==> src/rtl/core/imo_pkg.sv <==
// Shared constants, types and helpers of the max interval overlap core.
`default_nettype none
package imo_pkg;

	localparam int MAX_INTERVALS = 256;
	localparam int TIME_BITS     = 16;
	localparam int IN_TIME_W     = 16;
	localparam int ROOM_W        = 9;
	localparam int ROOM_MAX      = 511;

	localparam int IDX_W   = (MAX_INTERVALS > 1) ? $clog2(MAX_INTERVALS) : 1;
	localparam int CNT_W   = $clog2(MAX_INTERVALS + 1);
	localparam int ENTRY_W = 2 * TIME_BITS;

	typedef enum logic [2:0] {
		ST_LOAD,
		ST_FETCH,
		ST_HOLD,
		ST_SCAN,
		ST_DONE
	} imo_state_t;

	typedef struct packed {
		logic               we;
		logic [IDX_W-1:0]   waddr;
		logic [ENTRY_W-1:0] wdata;
		logic               re;
		logic [IDX_W-1:0]   raddr;
	} imo_ram_req_t;

	typedef struct packed {
		logic              valid;
		logic [ROOM_W-1:0] room_count;
		logic              overflow;
	} imo_res_t;

	function automatic logic [ROOM_W-1:0] imo_sat_rooms(input logic [CNT_W-1:0] v);
		if (int'(v) > ROOM_MAX) begin
			return ROOM_W'(ROOM_MAX);
		end
		return ROOM_W'(v);
	endfunction

endpackage
`default_nettype wire

==> src/rtl/core/imo_ctrl.sv <==
// Load sequencer and overlap scan engine driving the interval memory.
`default_nettype none
module imo_ctrl import imo_pkg::*; (
	input  wire logic                 clk,
	input  wire logic                 arst_n,
	input  wire logic                 in_valid,
	output logic                      in_ready,
	input  wire logic [IN_TIME_W-1:0] start_time,
	input  wire logic [IN_TIME_W-1:0] end_time,
	input  wire logic                 has_interval,
	input  wire logic                 last_item,
	output imo_ram_req_t              ram_req,
	input  wire logic [ENTRY_W-1:0]   ram_rdata,
	output imo_res_t                  res,
	input  wire logic                 res_take
);

	imo_state_t           state_q, state_d;
	logic [CNT_W-1:0]     count_q, count_d;
	logic                 ovf_q, ovf_d;
	logic [IDX_W-1:0]     i_q, i_d;
	logic [CNT_W-1:0]     j_q, j_d;
	logic [CNT_W-1:0]     cnt_q, cnt_d;
	logic [CNT_W-1:0]     best_q, best_d;
	logic [TIME_BITS-1:0] s_q, s_d;

	logic [TIME_BITS-1:0] rd_start, rd_end;
	logic                 hit, full;
	logic [CNT_W-1:0]     cnt_inc, count_new;

	assign rd_start  = ram_rdata[ENTRY_W-1:TIME_BITS];
	assign rd_end    = ram_rdata[TIME_BITS-1:0];
	assign hit       = (rd_start <= s_q) && (s_q < rd_end);
	assign cnt_inc   = cnt_q + CNT_W'(hit);
	assign full      = (count_q == CNT_W'(MAX_INTERVALS));
	assign count_new = (has_interval && !full) ? count_q + CNT_W'(1) : count_q;

	always_ff @(posedge clk or negedge arst_n) begin
		if (!arst_n) begin
			state_q <= ST_LOAD;
			count_q <= '0;
			ovf_q   <= 1'b0;
			i_q     <= '0;
			j_q     <= '0;
			cnt_q   <= '0;
			best_q  <= '0;
		end else begin
			state_q <= state_d;
			count_q <= count_d;
			ovf_q   <= ovf_d;
			i_q     <= i_d;
			j_q     <= j_d;
			cnt_q   <= cnt_d;
			best_q  <= best_d;
		end
	end

	always_ff @(posedge clk) begin
		s_q <= s_d;
	end

	always_comb begin
		state_d        = state_q;
		count_d        = count_q;
		ovf_d          = ovf_q;
		i_d            = i_q;
		j_d            = j_q;
		cnt_d          = cnt_q;
		best_d         = best_q;
		s_d            = s_q;
		in_ready       = 1'b0;
		ram_req        = '0;
		res.valid      = 1'b0;
		res.room_count = imo_sat_rooms(best_q);
		res.overflow   = ovf_q;
		unique case (state_q)
			ST_LOAD: begin
				in_ready = 1'b1;
				if (in_valid) begin
					if (has_interval && !full) begin
						ram_req.we    = 1'b1;
						ram_req.waddr = count_q[IDX_W-1:0];
						ram_req.wdata = {TIME_BITS'(start_time), TIME_BITS'(end_time)};
					end
					if (has_interval && full) begin
						ovf_d = 1'b1;
					end
					count_d = count_new;
					if (last_item) begin
						i_d = '0;
						if (count_new == '0) begin
							best_d  = '0;
							state_d = ST_DONE;
						end else begin
							best_d  = CNT_W'(1);
							state_d = ST_FETCH;
						end
					end
				end
			end
			ST_FETCH: begin
				ram_req.re    = 1'b1;
				ram_req.raddr = i_q;
				state_d       = ST_HOLD;
			end
			ST_HOLD: begin
				// Entry i is on the read port; keep its start and begin the inner sweep.
				s_d           = rd_start;
				ram_req.re    = 1'b1;
				ram_req.raddr = '0;
				j_d           = CNT_W'(1);
				cnt_d         = '0;
				state_d       = ST_SCAN;
			end
			ST_SCAN: begin
				cnt_d = cnt_inc;
				if (j_q == count_q) begin
					if (cnt_inc > best_q) begin
						best_d = cnt_inc;
					end
					if (CNT_W'(i_q) + CNT_W'(1) == count_q) begin
						state_d = ST_DONE;
					end else begin
						i_d     = i_q + IDX_W'(1);
						state_d = ST_FETCH;
					end
				end else begin
					ram_req.re    = 1'b1;
					ram_req.raddr = j_q[IDX_W-1:0];
					j_d           = j_q + CNT_W'(1);
				end
			end
			ST_DONE: begin
				res.valid = 1'b1;
				if (res_take) begin
					count_d = '0;
					ovf_d   = 1'b0;
					state_d = ST_LOAD;
				end
			end
			default: begin
				state_d = ST_LOAD;
			end
		endcase
	end

	a_count_bound: assert property (@(posedge clk) disable iff (!arst_n)
		count_q <= CNT_W'(MAX_INTERVALS))
		else $error("entry count beyond capacity");

	a_scan_index: assert property (@(posedge clk) disable iff (!arst_n)
		(state_q == ST_SCAN) |-> (j_q != '0) && (j_q <= count_q))
		else $error("inner index outside the stored set");

	a_pass_nonempty: assert property (@(posedge clk) disable iff (!arst_n)
		(state_q == ST_FETCH || state_q == ST_HOLD || state_q == ST_SCAN)
		|-> (count_q != '0) && (best_q != '0))
		else $error("scan running on an empty set or with zero best");

	a_store_grows: assert property (@(posedge clk) disable iff (!arst_n)
		(in_valid && in_ready && has_interval && !full)
		|=> (count_q == $past(count_q) + CNT_W'(1)))
		else $error("stored interval not counted");

	a_clear_after_result: assert property (@(posedge clk) disable iff (!arst_n)
		(res.valid && res_take) |=> (count_q == '0) && !ovf_q && (state_q == ST_LOAD))
		else $error("set not cleared after result transfer");

endmodule
`default_nettype wire

==> config.mk <==
export PLATFORM = sky130hd
export DESIGN_NAME = imo_ctrl
export DESIGN_NICKNAME = d
export VERILOG_FILES = /design/src/rtl/core/imo_pkg.sv /design/src/rtl/core/imo_ctrl.sv
export SDC_FILE = /design/constraint.sdc
export NUM_CORES = 1
export LEC_CHECK = 0
export BUFFER_PORTS_ARGS = -buffer_cell sky130_fd_sc_hd__buf_4
export CAP_MARGIN = 20
export CELL_PAD_IN_SITES_DETAIL_PLACEMENT = 0
export CELL_PAD_IN_SITES_GLOBAL_PLACEMENT = 1
export CORE_MARGIN = 10
export CORE_UTILIZATION = 43
export DETAILED_ROUTE_END_ITERATION = 10
export PLACE_DENSITY_LB_ADDON = 0.1
export SYNTH_ARGS = -nofsm -noshare
export SYNTH_HDL_FRONTEND = slang
export SYNTH_SLANG_ARGS = --single-unit
==> constraint.sdc <==
create_clock -name clk -period 6.7 [get_ports clk]
set_input_delay 0.67 -clock clk [delete_from_list [all_inputs] [get_ports clk]]
set_output_delay 0.67 -clock clk [all_outputs]
set_load 0.05 [all_outputs]
## Word-level counts from Yosys, hierarchy flattened

Index checks and enable logic that the tools add are counted.
W data, S select, Z words.

- Add/sub/neg operators: 5
- Order comparisons: 3
- Equality and inequality tests: 15
- Multiplexer cells: 36
- Reductions and logical operators: 15

Operators with widths:

| kind | number |
|---|---|
| $mux W41 | 3 |
| $mux W9 | 9 |
| $pmux W9 S2 | 4 |
| $mux W8 | 4 |
| $pmux W9 S3 | 1 |
| $add A9 B1 Y9 const B | 2 |
| $eq A9 B9 Y1 | 2 |
| $mux W3 | 6 |
| $le A16 B16 Y1 | 1 |
| $lt A16 B16 Y1 | 1 |
| $ne A2 B2 Y1 const B | 8 |
| $pmux W8 S2 | 1 |
| $pmux W3 S5 | 1 |
| $reduce_and A5 Y1 | 2 |
| $add A8 B1 Y9 const B | 1 |
| $add A9 B1 Y9 | 1 |
| $eq A9 B9 Y1 const B | 1 |
| $gt A9 B9 Y1 | 1 |
| $logic_not A9 Y1 | 1 |
| $add A8 B1 Y8 const B | 1 |
| $reduce_and A4 Y1 | 2 |
| $eq A3 B2 Y1 const B | 2 |
| $mux W1 | 6 |
| $reduce_bool A2 Y1 | 3 |
| other kinds (8) | 10 |

- Register bits after elaboration: 64
- Output and inout port bits: 62
- Word-level logic and storage cells: 82

## Depth between registers and ports, before layout

Gate-level depths: netlist (run 1).

- Depth after elaboration: 9
- Mapped depth: 23

## Least setup slack after synthesis (run 1)

No wires, ideal clock.

- Kind: input to register
- Start: input ram_rdata[17]
- End: register best_q[7]
- Setup time: 128 ps
- Data arrival time: 4530 ps
- Slack: 2042 ps
- Cell stages on the path: 20
- Buffers on the path: 1
- Cell sequence: ha_1 > nor2b_1 > o21a_1 > o21ai_0 > nand2b_1 > a211oi_1 > o221ai_1 > a221oi_1 > ha_1 > ha_1 > nand2_1 > nor2_1 > nand3_1 > xnor2_1 > ha_1 > a21oi_1 > o2111ai_1 > a31oi_1 > clkbuf_1 > mux2_1

- Cells in the longest elaborated chain, start to end: 6
- Elaborated cells between the ends (all ways): 9
- Classes of those cells: add/sub (1); order compare (2); eq/ne (1); mux (3); reduce/logical (2)

RTL lines:

| item | RTL line | text |
|---|---|---|
| start: declaration | imo_ctrl.sv:13 | `input wire logic [ENTRY_W-1:0] ram_rdata,` |
| $le A16 B16 Y1 * | imo_ctrl.sv:33 | `assign hit = (rd_start <= s_q) && (s_q < rd_end);` |
| $logic_and A1 B1 Y1 * | imo_ctrl.sv:33 |  |
| $add A9 B1 Y9 * | imo_ctrl.sv:34 | `assign cnt_inc = cnt_q + CNT_W'(hit);` |
| $gt A9 B9 Y1 or $mux W9 (tied branches) | imo_ctrl.sv:118 | `if (cnt_inc > best_q) begin` |
| $ne A2 B2 Y1 (no source line) or $mux W9 (tied branches) | n/a |  |
| $reduce_and A5 Y1 (no source line) or $pmux W9 S2 (tied branches) | n/a |  |
| end signal: assignment | imo_ctrl.sv:54 | `best_q <= best_d;` |
| end: declaration | imo_ctrl.sv:24 | `logic [CNT_W-1:0] best_q, best_d;` |

Every way passes the cells marked *; elsewhere a longest branch is shown, timed or not. The select of a mux whose other input is x is not followed.
A chain may end at the register's enable or synchronous reset.

## Final worst setup path (run 1)

- Start: input ram_rdata[17]
- End: register best_q[8]

Same word-level chain as after synthesis.

==> run summary, run 1 <==
Global routing finished with a remaining overflow of 0. The tools report the power share of the combinational group as 0.466. The number of enable-type register cells in the synthesized netlist works out to 16. Power spread over the standard cell area amounts to 315 mW/mm².

The top-area cell type share of the netlist area was 0.249. In this run the horizontal extent of the chip is 126 µm. The slowest stage of the critical path is the sky130_fd_sc_hd__mux2_1 cell. The number of global-route vias before repair came out at 4452.

Compared with the post-synthesis result, the final layout area differs by 27.8%. Detailed placement finished with a half-perimeter wire length of 10600 µm. The run gives 0.442 as the starting density of the core. The run gives 0.841 mW as the switching power total. The repair_antennas step left the layout with diodes totalling 0. Among all cell types in the netlist, the one instantiated most often is sky130_fd_sc_hd__inv_1. The tools report the reg-to-reg startpoint as s_q[1]$_DFFE_PP_.

The initial antenna violation count was 0; the number of routed nets with antenna violations was 0. In the final design database the tool counted 783 nets. The run finished with clean final reports. For this run, design rule violations remaining after detail routing come to 0. The tightest min-delay check is of the input pin to async pin type. Clock-pin slew was measured on the worst setup and hold paths at 0.05 ns. Along the worst path, the maximum fanout reaches 12. The number of max-capacitance violations reported came out at 0. Adding up every negative setup slack in the final design gives 0 ns. Tracing the worst setup path back leads to its startpoint at ram_rdata[17].

For the number of H-tree branching levels, the log shows 3. The number of library cell types mapped by synthesis was 55. The floorplan step defined a die boundary enclosing 0.0159 mm². The logs give 0.504 for the worst relative slew slack and 64 for the total number of clock tree sinks. By count the netlist is led by sky130_fd_sc_hd__inv_1 (52), sky130_fd_sc_hd__dfrtp_1 (48), sky130_fd_sc_hd__ha_1 (47). The path type of the worst setup path is input pin to register. Buffers added to address setup during post-CTS repair amount to 0. The share of total power in sequential cells was 0.310; the maximum clock frequency was 216 MHz. The final period utilization was 0.692; the overall track demand over capacity in global routing was 0.167.

The count of input and output buffers is 131. For the worst-skew pair, the clock arrives at the later sink with an insertion delay of 0.34 ns. The number of clock buffers added by TritonCTS is 9.

Measured slew at the worst slew-check pin: 0.725 ns. Cell occurring most often along the worst timing path: sky130_fd_sc_hd__ha_1. The run gives 0 as the number of setup violations in the final report. TritonCTS built the clock tree. The post-cts sizing count is 0. The mapped netlist covers 0.00483 mm². The count of warnings emitted by yosys is 0.

In this run the mean area of a mapped cell was 8.84 µm². The largest total area in the synthesized netlist belongs to sky130_fd_sc_hd__dfrtp_1. Clock skew on the completed layout was measured at 0.00514 ns. The layout cell share with drive strength beyond 1 is 0.239.

Switching portion of total power: 0.433. Routability-driven placement finished with a final weighted congestion of 0.839. I/O pin count: 132.

Count of routing violations after the opening detailed-route iteration: 296. For this run, the leading register cell type out of synthesis is sky130_fd_sc_hd__dfrtp_1. The final number of max-transition violations is 0, and the post-detailed-route via-to-cell ratio is 5.34. The clock tree root driver cell is sky130_fd_sc_hd__clkbuf_16. Synthesis produced a netlist with a net count of 663. The part of the power in the clock network was 0.224. The share of synthesized flip-flops with an asynchronous set or reset was 0.750.

The delay of the slowest cell on the worst path was 0.35 ns; the number of cells produced by synthesis was 546. Data arrives at the worst endpoint at 4.85 ns. After filler insertion, the fill cell instance count of the layout stands at 1019. The element type at the critical path end was a register. The total count of hold-check failures in the final report was 0. The clock passes through at most 2 buffers.

Final hold analysis gives a worst-case slack of 0.367 ns. The first global-routing pass estimated 22300 µm of wire. The average routed wire per standard cell came out at 16.7 µm. The tools report the length of the first detailed-routing pass in iterations as 5.

The maximum number of pins on one net before global-route repair is 49. Traced cell by cell, the critical path runs through buf_4 > ha_1 > nor2b_1 > o21a_1 > o21ai_0 > nand2b_1 > a211oi_1 > o221ai_1 > a221oi_1 > ha_1 > ha_1 > nand2_1 > nor2_1 > nand3_1 > xnor2_1 > ha_1 > a21oi_1 > o2111ai_1 > a31oi_1 > buf_4 > mux2_1. Setup repair after global routing left no endpoint under its margin. Power comes to 1.94 mW. The quantity of hold-fixing buffers added after cts was 0; the post-synthesis register bit count was 64. In this run the core area contains 38 standard-cell rows. The worst setup path is launched from an input pin.

The floorplan step set the die height to 126 µm. The run gives 3.16 nW as the leakage dissipation. Total via count after detailed routing: 4326. The logs give 13500 µm for the final routed wirelength across all metal layers and 6.92 ns for the endpoint required time on the critical path. IR analysis of the VDD net gives a maximum drop of 0.000167 V. In the post-synthesis netlist, the biggest area contributors are sky130_fd_sc_hd__dfrtp_1 (25%), sky130_fd_sc_hd__ha_1 (12%), sky130_fd_sc_hd__edfxtp_1 (10%), sky130_fd_sc_hd__and2_1 (5.3%), sky130_fd_sc_hd__xor2_1 (4.2%).

For the register area share after synthesis, the log shows 0.348. The shortest clock period the worst path allows after layout is 4.64 ns, and the internal power component is 1.10 mW. The core region is 0.0109 mm².
[through the flow]
stage / cells / utilization / worst slack (ns) / cell area, µm²
4_1_cts: 809 / 0.564 / 2.08 / 6170
6_report: 810 / 0.564 / 2.06 / 6170
5_1_grt: 810 / 0.564 / 1.58 / 6170
3_3_place_gp: 794 / 0.539 / 1.81 / 5900
2_1_floorplan: 546 / - / 2.04 / 4830
3_5_place_dp: 794 / 0.539 / 1.74 / 5900
[metal layers]
metal / vias up / global-route usage / share of wire
met1: 2040 / 0.205 / 0.44
met3: 15 / 0.0562 / 0.060
li1: 2157 / - / -
met5: - / 0 / 0
met4: 0 / 0.0409 / 0.012
met2: 114 / 0.277 / 0.48
[cells by family after synthesis]
kind of cell | count (synthesis) | synth area share
flops | 64 | 0.348
fa+ha+maj | 47 | 0.122
mux | 9 | 0.0205
xor+xnor | 37 | 0.0671
simple gates | 195 | 0.216
buf+inv | 79 | 0.0653
compound gates | 115 | 0.161
[layout by cell type (no fill, tap or decap), types with 23 or more instances in the layout]
cell,instances
sky130_fd_sc_hd__xor2_1,23
sky130_fd_sc_hd__inv_1,52
sky130_fd_sc_hd__nand2_1,41
sky130_fd_sc_hd__ha_1,47
sky130_fd_sc_hd__dfrtp_1,48
sky130_fd_sc_hd__o21ai_0,27
sky130_fd_sc_hd__nor2_1,30
sky130_fd_sc_hd__buf_4,135
sky130_fd_sc_hd__and2_1,41
[path summary, 6_finish.rpt]
kind                       depth (start not counted)  slack [ns]                     to
setup / recovery                                  21        2.06  best_q[8]$_DFFE_PN0P_
min in group clk                                   2        0.47   cnt_q[0]$_DFFE_PN0P_
hold / removal                                     1        0.37  best_q[6]$_DFFE_PN0P_
max in group asynchronous                          1        5.91     j_q[7]$_DFFE_PN0P_
setup reg to reg                                  21        2.09  best_q[8]$_DFFE_PN0P_
hold reg to reg                                    2        0.47   cnt_q[0]$_DFFE_PN0P_
[final cells by class]
class	count	area [µm²]	area share
multi-input cells	403	2830	0.459
inverters	52	195	0.0316
clock buffers	15	268	0.0434
flip-flops and latches	64	1680	0.272
repair buffers	136	1020	0.165
well taps	140	175	0.0284
[critical path: cells and delay by family]
family | cells | cell delay, ns
xor+xnor | 1 | 0.19
buf+inv | 2 | 0.33
compound gates | 8 | 1.56
fa+ha+maj | 4 | 1.08
simple gates | 5 | 0.64
mux | 1 | 0.35
[registers in the layout, summed over array words and instances (netlist names)]
register,count
s_q,16
best_q,9
cnt_q,9
count_q,9
j_q,9
i_q,8
state_q,3
ovf_q,1
[power by group through the flow]
stage | combinational (mW) | clock, mW | sequential, mW
6_report | 0.904 | 0.435 | 0.602
5_1_grt | 1.00 | 0.462 | 0.618
4_1_cts | 0.913 | 0.446 | 0.601
3_5_place_dp | 0.906 | 0 | 0.608
3_3_place_gp | 0.892 | 0 | 0.605
2_1_floorplan | 0.668 | 0 | 0.564
No activity file was read; power rests on OpenSTA's default activity.
==> inputs of run 2 (changes only) <==
--- a/config.mk
+++ b/config.mk
@@ -5,12 +5,13 @@
 export SDC_FILE = /design/constraint.sdc
 export NUM_CORES = 1
 export LEC_CHECK = 0
+export ABC_AREA = 1
 export BUFFER_PORTS_ARGS = -buffer_cell sky130_fd_sc_hd__buf_4
 export CAP_MARGIN = 20
 export CELL_PAD_IN_SITES_DETAIL_PLACEMENT = 0
 export CELL_PAD_IN_SITES_GLOBAL_PLACEMENT = 1
 export CORE_MARGIN = 10
-export CORE_UTILIZATION = 43
+export CORE_UTILIZATION = 38
 export DETAILED_ROUTE_END_ITERATION = 10
 export PLACE_DENSITY_LB_ADDON = 0.1
 export SYNTH_ARGS = -nofsm -noshare
==> constraint.sdc (replaced) <==
create_clock -name clk -period 4.4 [get_ports clk]
set_input_delay 0.44 -clock clk [delete_from_list [all_inputs] [get_ports clk]]
set_output_delay 0.44 -clock clk [all_outputs]
set_load 0.05 [all_outputs]
==> run 2 against run 1 <==
First-iteration DRC count fell by 13%. Critical path type is now register to register. Total power rose by 87%. Setup slack got worse by 1.7 ns. Sequential share of layout area fell by 0.91 points. Count of clock-buffer cells in the layout fell by 4. Largest cell class unchanged. Via count rose by 12%. Synthesized area rose by 2.6%. Synthesized cell count rose by 28%. Core utilization fell by 6.1 points.
==> run summary, run 2 <==
The DRC violations left is 0 (unchanged). Yosys instantiated no cell more often than sky130_fd_sc_hd__nand2_1. The signal arrival time at the worst endpoint came out at 4.24 ns (-0.61 ns). The leakage dissipation was 3.42 nW (+8.3%). The count of input and output buffers is 131 (unchanged). The number of enable-type register cells in the synthesized netlist works out to 16 (unchanged). The number of H-tree branching levels is 3 (unchanged). Number of nets in the finished design: 946 (+21%). The measured slew at the worst slew-check pin is 0.662 ns (-0.0631 ns). The clock transition at the register clock pins on the worst setup and hold paths after CTS is 0.06 ns (about the same). The average routed wire per standard cell was 14.8 µm (-11%). The root buffer cell chosen for the clock tree is sky130_fd_sc_hd__clkbuf_16. For the number of nets in the synthesized netlist, the log shows 814 (+23%).

Path type of the worst setup path: register to register. The tools report the element type at the critical path start as a register. The placer's final routability congestion estimate was 0.882 (+5.2%). The total via count after detailed routing was 4830 (+12%); the number of buffers inserted during clock tree synthesis was 9 (unchanged). The number of global-route vias before repair was 4884 (+9.7%). Biggest area consumer among synthesized cells: sky130_fd_sc_hd__dfrtp_1. For the number of cells produced by synthesis, the log shows 697 (+28%). The run finished with clean final reports. The worst slack after detailed placement is 0.215 ns (-1.52 ns). The run gives 4.62 ns (-2.30 ns) as the endpoint required time on the critical path. For the count of warnings emitted by yosys, the log shows 0 (unchanged).

The endpoint of the lowest-slack register-to-register path is best_q[8]$_DFFE_PN0P_. The power density normalized to cell area was 567 mW/mm² (+80%); the die width was 134 µm (+6.5%). The register with the most flip-flops in the final layout is s_q. The post-synthesis register bit count is 64 (unchanged). By area the synthesized netlist is led by sky130_fd_sc_hd__dfrtp_1 (24%), sky130_fd_sc_hd__nand2_1 (13%), sky130_fd_sc_hd__ha_1 (12%), sky130_fd_sc_hd__edfxtp_1 (9.7%), sky130_fd_sc_hd__inv_1 (9.7%).

The worst-case register-to-register setup slack came out at 0.38 ns (-1.71 ns). Setup repair after global routing left no endpoint under its margin. The top-area cell type share of the netlist area was 0.243 (-0.00622).

The most used flip-flop cell after synthesis is sky130_fd_sc_hd__dfrtp_1. Die boundary height: 134 µm (+6.5%). The share of synthesized flip-flops with an asynchronous set or reset is 0.750 (unchanged), and the total die area is 0.0180 mm² (+13%). The run gives 49 (unchanged) as the maximum number of pins on one net before global-route repair. The min-delay analysis places its worst path in the category input pin to async pin. The layout cell share with drive strength beyond 1 was 0.219 (-0.0194). The run gives 0.00495 mm² (+2.6%) as the summed instance area of the synthesized netlist. Post-detailed-route via-to-cell ratio: 4.80 (-10%). TritonCTS built the clock tree. The final routed wirelength across all metal layers was 14800 µm (+9.9%); the final critical-path setup slack was 0.383 ns (-1.68 ns).

The logs give 24100 µm (+8.3%) for the wire length of the first global-routing pass and 0 (unchanged) for the number of routed nets with antenna violations. The overall track demand over capacity in global routing came out at 0.164 (-0.00377). The logs give 0.000241 V (+44%) for the worst-case vdd ir drop and 0 (unchanged) for the number of diodes added for antenna fixing. The sum of overflow across all layers after global routing came out at 0 (unchanged). In the synthesized netlist, the cells that appear most often are sky130_fd_sc_hd__nand2_1 (169), sky130_fd_sc_hd__inv_1 (128), sky130_fd_sc_hd__nor2_1 (81). The logs give 41 (+7.9%) for the site row count and 259 (-13%) for the count of routing violations after the opening detailed-route iteration.

The logs give 5 (unchanged) for the length of the first detailed-routing pass in iterations and 0 (unchanged) for the post-cts sizing count. The number of library cell types mapped by synthesis is 38 (-31%). The total count of hold-check failures in the final report is 0 (unchanged), and the clock insertion delay at the later pin of the skew report is 0.34 ns (about the same). The area growth from synthesis to layout is 28.9%. The run gives 0.340 (-0.00871) as the register area share after synthesis.

The tools report the final number of max-transition violations as 0 (unchanged). The length in cells of the worst reg-to-reg path was 23 (+9.5%). In this run the critical register-to-register path is launched from s_q[13]$_DFFE_PP_. The shortest clock period the worst path allows after layout is 4.02 ns.

The number of setup violations in the final report was 0 (unchanged). The library cell used most frequently in the layout, excluding fill and tap cells, is sky130_fd_sc_hd__nand2_1. The I/O pin count was 132 (unchanged); the worst relative slew slack was 0.559 (+0.0545).

The core area came out at 0.0127 mm² (+16%). The number of max-capacitance violations reported was 0 (unchanged). STA classifies the critical path endpoint as a register. The synthesized area per cell works out to 7.11 µm² (-20%). The final period utilization came out at 0.913. The largest driver fanout on the critical path was 17 (+5); the largest clock skew in the final design was 0.00882 ns (+0.00369 ns). Leaving out fill and tap cells, the most frequent cells in the layout are sky130_fd_sc_hd__nand2_1 (169), sky130_fd_sc_hd__buf_4 (132), sky130_fd_sc_hd__inv_1 (128). The tools report the total number of clock tree sinks as 64 (unchanged). The setup TNS was 0 ns (unchanged); the maximum clock frequency was 249 MHz. The flip-flop count of the largest register, all copies and words added is 16 (unchanged), and the initial antenna violation count is 0 (unchanged).

The estimated wirelength of the detail-placed design was 11900 µm (+12%); the starting density of the core was 0.391 (-0.0507). Largest buffer count on any clock path: 2 (unchanged).
[run 2: cell types whose count changed in the layout (fill, tap and decap cells not counted), sizes merged, moves of 11 or more]
cell	change
and2	-41
nand2	+135
a22o	-12
inv	+86
and3	-12
nand3	+19
a21o	-18
nor2	+58
a21oi	+21
xor2	-11
[run 2: cells by family (layout without fill, tap and decap cells)]
| family | Yosys count | count (layout) | share of synthesized area |
|---|---|---|---|
| AOI/OAI and AO/OA | 88 | 88 | 0.0983 |
| xor gates and xnor gates | 18 | 18 | 0.0334 |
| adders and majority gates | 47 | 47 | 0.119 |
| buffers and inverters | 151 | 288 | 0.121 |
| DFF | 64 | 64 | 0.340 |
| and+or+nand+nor | 329 | 329 | 0.289 |
[run 2: power by group]
group / switching (mW) / internal [mW] / total (mW)
logic: 1.28 / 0.634 / 1.92
registers: 0.218 / 0.802 / 1.02
clock network: 0.278 / 0.409 / 0.687
total: 1.78 / 1.84 / 3.62
[run 2: critical path, stage by stage (launching register included)]
cell and delay (ns):
sky130_fd_sc_hd__edfxtp_1 0.40, sky130_fd_sc_hd__inv_1 0.08, sky130_fd_sc_hd__ha_1 0.23, sky130_fd_sc_hd__a21oi_1 0.15, sky130_fd_sc_hd__nor2_1 0.05, sky130_fd_sc_hd__nor4_1 0.41, sky130_fd_sc_hd__nand2_1 0.10, sky130_fd_sc_hd__a21oi_1 0.17
sky130_fd_sc_hd__ha_1 0.20, sky130_fd_sc_hd__ha_1 0.20, sky130_fd_sc_hd__nand4_1 0.15, sky130_fd_sc_hd__nor3_1 0.15, sky130_fd_sc_hd__inv_1 0.07, sky130_fd_sc_hd__nor2_1 0.11, sky130_fd_sc_hd__xor2_1 0.21, sky130_fd_sc_hd__ha_1 0.29
sky130_fd_sc_hd__a21oi_1 0.15, sky130_fd_sc_hd__o21a_1 0.13, sky130_fd_sc_hd__nand3_1 0.09, sky130_fd_sc_hd__a21oi_2 0.20, sky130_fd_sc_hd__nor2_4 0.06, sky130_fd_sc_hd__buf_12 0.15, sky130_fd_sc_hd__nor2_1 0.11, sky130_fd_sc_hd__a21oi_2 0.04
[run 2: worst max path at each step]
| stage | startpoint | to | slack [ns] | depth (start not counted) |
|---|---|---|---|---|
| 2_1_floorplan | ram_rdata[29] | best_q[7]$_DFFE_PN0P_ | 0.82 | 22 |
| 3_3_place_gp | ram_rdata[29] | best_q[7]$_DFFE_PN0P_ | 0.35 | 23 |
| 3_5_place_dp | ram_rdata[29] | best_q[5]$_DFFE_PN0P_ | 0.21 | 23 |
| 4_1_cts | s_q[13]$_DFFE_PP_ | best_q[2]$_DFFE_PN0P_ | 0.35 | 23 |
| 5_1_grt | s_q[13]$_DFFE_PP_ | best_q[3]$_DFFE_PN0P_ | 0.004 | 23 |
| 6_report | s_q[13]$_DFFE_PP_ | best_q[8]$_DFFE_PN0P_ | 0.38 | 23 |
[run 2: metrics by stage]
| stage | total power, mW | instances | hold WS, ns | cell area [µm²] | util |
|---|---|---|---|---|---|
| floorplan | 2.39 | 697 | 0.144 | 4950 | - |
| global placement | 2.91 | 989 | 0.482 | 6080 | 0.480 |
| detailed placement | 2.93 | 989 | 0.484 | 6080 | 0.480 |
| CTS | 3.63 | 1005 | 0.153 | 6360 | 0.502 |
| global route | 3.93 | 1006 | 0.177 | 6380 | 0.504 |
| finish | 3.62 | 1006 | 0.127 | 6380 | 0.504 |
[run 2: routing by layer]
layer / global-route usage / up-vias / wire (µm)
li1: - / 2479 / -
met1: 0.195 / 2224 / 6460
met2: 0.284 / 114 / 7390
met3: 0.0471 / 13 / 847
met4: 0.0369 / 0 / 146
met5: 0 / - / 0
[run 2: timing repair]
action	in CTS	in global routing
setup buffers	0	1
hold buffers	0	0
endpoints found under the setup margin	0	9
[run 2: final cells by class]
type                    count  area, µm²
fillers                  1289       6290
multi-input cells         482       2670
flip-flops and latches     64       1680
repair buffers            133       1010
inverters                 139        523
clock buffers              11        253
well taps                 172        215
clock inverters             5       31.3
==> inputs of run 3 (changes only) <==
--- a/config.mk
+++ b/config.mk
@@ -8,10 +8,10 @@
 export ABC_AREA = 1
 export BUFFER_PORTS_ARGS = -buffer_cell sky130_fd_sc_hd__buf_4
 export CAP_MARGIN = 20
-export CELL_PAD_IN_SITES_DETAIL_PLACEMENT = 0
-export CELL_PAD_IN_SITES_GLOBAL_PLACEMENT = 1
+export CELL_PAD_IN_SITES_DETAIL_PLACEMENT = 2
+export CELL_PAD_IN_SITES_GLOBAL_PLACEMENT = 2
 export CORE_MARGIN = 10
-export CORE_UTILIZATION = 38
+export CORE_UTILIZATION = 29
 export DETAILED_ROUTE_END_ITERATION = 10
 export PLACE_DENSITY_LB_ADDON = 0.1
 export SYNTH_ARGS = -nofsm -noshare
==> run 3 against run 2 <==
Design area is 1.9% higher. First-iteration DRC count fell by 22%. Fmax decreased by 1.2%. Combinational power is 8% higher. Count of clock-buffer cells in the layout is 1 lower. Largest power group unchanged. Highest routed layer unchanged.
==> run summary, run 3 (synthesized netlist as in run 2, its figures left out) <==
The tools report the area taken by flip-flops and latches as 0.00168 mm² (unchanged). The element type at the critical path end is a register. By instance count, the cell type seen most on the critical path is sky130_fd_sc_hd__nor2_1.

Element type at the critical path start: a register. The clock insertion delay at the later pin of the skew report was 0.34 ns (about the same). The synthesis-to-finish area growth works out to 31.4%. The run gives 0 (unchanged) as the number of setup violations in the final report.

The library cells used most frequently in the layout, excluding fill and tap cells, are sky130_fd_sc_hd__nand2_1 (169), sky130_fd_sc_hd__buf_4 (136), sky130_fd_sc_hd__inv_1 (128). The worst register-to-register path begins at s_q[13]$_DFFE_PP_. The total number of clock tree sinks came out at 64 (unchanged). The leakage dissipation is 3.45 nW (+0.69%).

Starting density of the core: 0.298 (-0.0933). Final period utilization: 0.924 (+0.0112). For the number of max-capacitance violations reported, the log shows 0 (unchanged).

The DRC violations left is 0 (unchanged). The total via count after detailed routing is 5110 (+5.8%). The worst hold path belongs to the class input pin to async pin.

For the maximum clock frequency, the log shows 246 MHz (-1.2%). Measured slew at the worst slew-check pin: 0.699 ns (+0.0377 ns). Total buffers and inverters traversed by the critical path: 3 (unchanged). The tools report the worst relative slew slack as 0.534 (-0.0252). The signal arrival time at the worst endpoint was 4.27 ns (+0.03 ns).

The site row count is 47 (+15%). The layout cell share with drive strength beyond 1 is 0.232 (+0.0121), and the die width is 151 µm (+12%). Setup repair after global routing left no endpoint under its margin. The largest driver fanout on the critical path came out at 16 (-1). The launching element of the worst setup path is s_q[13]$_DFFE_PP_. The number of buffers inserted during clock tree synthesis came out at 9 (unchanged). The number of H-tree branching levels came out at 3 (unchanged). For the final number of max-transition violations, the log shows 0 (unchanged). The tools report the worst slack after detailed placement as -0.0150 ns (-0.230 ns). The average routed wire per standard cell came out at 18.1 µm (+22%). The shortest clock period the worst path allows after layout is 4.07 ns (+0.0492 ns). The leading cell type in the layout, fill and taps excluded is sky130_fd_sc_hd__nand2_1. The core area is 0.0166 mm² (+31%), and the initial antenna violation count is 0 (unchanged). The sum of overflow across all layers after global routing was 0 (unchanged); the power density normalized to cell area was 587 mW/mm² (+3.4%). The critical path goes through inv_1 > ha_1 > a21oi_2 > nor2_1 > nor4_2 > nand2_1 > a21oi_1 > ha_2 > ha_2 > nand4_1 > nor3_2 > inv_1 > nor2_2 > xor2_1 > ha_1 > nand2_1 > nor2_1 > nand3b_1 > nand3_1 > a21oi_2 > nor2_4 > buf_12 > nor2_1 > a21oi_1. For the number of nets in the finished design, the log shows 950 (+0.42%). TritonCTS built the clock tree.

For the setup TNS, the log shows 0 ns (unchanged). The total count of hold-check failures in the final report is 0 (unchanged). The endpoint required time on the critical path was 4.61 ns (about the same).

For the number of global-route vias before repair, the log shows 5842 (+20%). Grouping stages by cell kind, the critical path spends the most delay in simple AND/OR/NAND/NOR gates. The tools report the final critical-path setup slack as 0.333 ns (-0.0492 ns). Among all stages on the critical path, the largest delay is contributed by sky130_fd_sc_hd__edfxtp_1. The tools report the estimated wirelength of the detail-placed design as 15400 µm (+30%). For the I/O pin count, the log shows 132 (unchanged). The final routed wirelength across all metal layers is 19100 µm (+29%). The clock tree root driver cell is sky130_fd_sc_hd__clkbuf_16. The delay of the slowest cell on the worst path is 0.41 ns (about the same).

The count of routing violations after the opening detailed-route iteration was 201 (-22%). The total die area is 0.0227 mm² (+26%), and the count of input and output buffers is 131 (unchanged). Flip-flop count of the largest register, all copies and words added: 16 (unchanged).

The run finished with clean final reports. The maximum number of pins on one net before global-route repair is 49 (unchanged). The largest clock skew in the final design is 0.00604 ns (-0.00278 ns), and the filler cell count in the final layout is 1960 (+52%). The number of diodes added for antenna fixing is 0 (unchanged), and the largest buffer count on any clock path is 2 (unchanged). The length of the first detailed-routing pass in iterations came out at 4 (-1). The worst setup path is of the register to register kind. The final total power is 3.82 mW (+5.3%). The run gives 0.170 (+0.00621) as the overall track demand over capacity in global routing. The logs give 0.835 (-5.4%) for the placer's final routability congestion estimate and 0.00270 mm² (+0.98%) for the area taken by multi-input logic gates. The die boundary height came out at 151 µm (+12%).

The wire length of the first global-routing pass was 30600 µm (+27%); the worst-case vdd ir drop was 0.000234 V (-2.7%). The clock transition at the register clock pins on the worst setup and hold paths after CTS was 0.06 ns (about the same); the post-detailed-route via-to-cell ratio was 4.83 (+0.60%). The tools report the number of routed nets with antenna violations as 0 (unchanged). The most flop-heavy register is s_q.
run 3: changes by cell type in the layout (fill, tap and decap cells not counted), moves of 2 or more:
cell / previous run / this run
sky130_fd_sc_hd__a21oi_1: 32 / 30
sky130_fd_sc_hd__buf_4: 132 / 136
sky130_fd_sc_hd__clkinv_2: 2 / 4
sky130_fd_sc_hd__a21oi_2: 3 / 5
sky130_fd_sc_hd__clkbuf_8: 2 / 0
sky130_fd_sc_hd__ha_1: 47 / 45
sky130_fd_sc_hd__ha_2: 0 / 2
run 3: worst register-to-register path, stage by stage (launching register included):
cell                       delay, ns
sky130_fd_sc_hd__edfxtp_1       0.41
sky130_fd_sc_hd__inv_1          0.08
sky130_fd_sc_hd__ha_1           0.25
sky130_fd_sc_hd__a21oi_2        0.14
sky130_fd_sc_hd__nor2_1         0.05
sky130_fd_sc_hd__nor4_2         0.28
sky130_fd_sc_hd__nand2_1        0.09
sky130_fd_sc_hd__a21oi_1        0.15
sky130_fd_sc_hd__ha_2           0.21
sky130_fd_sc_hd__ha_2           0.20
sky130_fd_sc_hd__nand4_1        0.16
sky130_fd_sc_hd__nor3_2         0.22
sky130_fd_sc_hd__inv_1          0.09
sky130_fd_sc_hd__nor2_2         0.09
sky130_fd_sc_hd__xor2_1         0.19
sky130_fd_sc_hd__ha_1           0.31
sky130_fd_sc_hd__nand2_1        0.13
sky130_fd_sc_hd__nor2_1         0.07
sky130_fd_sc_hd__nand3b_1       0.09
sky130_fd_sc_hd__nand3_1        0.10
sky130_fd_sc_hd__a21oi_2        0.22
sky130_fd_sc_hd__nor2_4         0.07
sky130_fd_sc_hd__buf_12         0.15
sky130_fd_sc_hd__nor2_1         0.10
sky130_fd_sc_hd__a21oi_1        0.06
run 3: path summary, 6_finish.rpt:
kind | endpoint | slack, ns | cells after the start
worst max-delay path | best_q[0]$_DFFE_PN0P_ | 0.33 | 24
worst min-delay path | count_q[1]$_DFFE_PN0P_ | 0.13 | 1
worst max register to register | best_q[0]$_DFFE_PN0P_ | 0.33 | 24
worst min register to register | ovf_q$_DFFE_PN0P_ | 0.52 | 2
max in group asynchronous | best_q[3]$_DFFE_PN0P_ | 3.78 | 1
min in group clk | s_q[0]$_DFFE_PP_ | 0.28 | 1
run 3: cell type report:
cell class                      count  area share
Clock buffer                       10      0.0352
Clock inverter                      6     0.00923
Inverter                          139      0.0804
Multi-Input combinational cell    482       0.414
Sequential cell                    64       0.258
Tap cell                          220      0.0423
Timing Repair Buffer              137       0.160
run 3: layer usage:
metal,GRT usage,vias up,share of wire,routed length [µm]
met2,0.294,126,0.49,9360
met3,0.0651,17,0.083,1580
met5,0,-,0,0
met1,0.191,2482,0.41,7910
li1,-,2485,-,-
met4,0.0448,0,0.014,260
run 3: stage by stage:
stage               instance area [µm²]  hold slack (ns)   util  cells
floorplan                          4950            0.144      -    697
global placement                   6140            0.475  0.369   1037
detailed placement                 6140            0.502  0.369   1037
CTS                                6430            0.169  0.386   1053
global route                       6510            0.188  0.391   1058
finish                             6510            0.129  0.391   1058
run 3: what timing repair did:
action / CTS / global route
endpoints found under the setup margin: 1 / 9
gates resized for setup: 0 / 7
pin swaps: 1 / 7
hold buffers: 0 / 0
buffers inserted: 0 / 5
run 3: report_power, final:
group / switching [mW] / leakage, nW / total [mW] / internal (mW)
clock network: 0.281 / 0.138 / 0.717 / 0.436
registers: 0.232 / 0.773 / 1.03 / 0.801
logic: 1.42 / 2.54 / 2.07 / 0.649
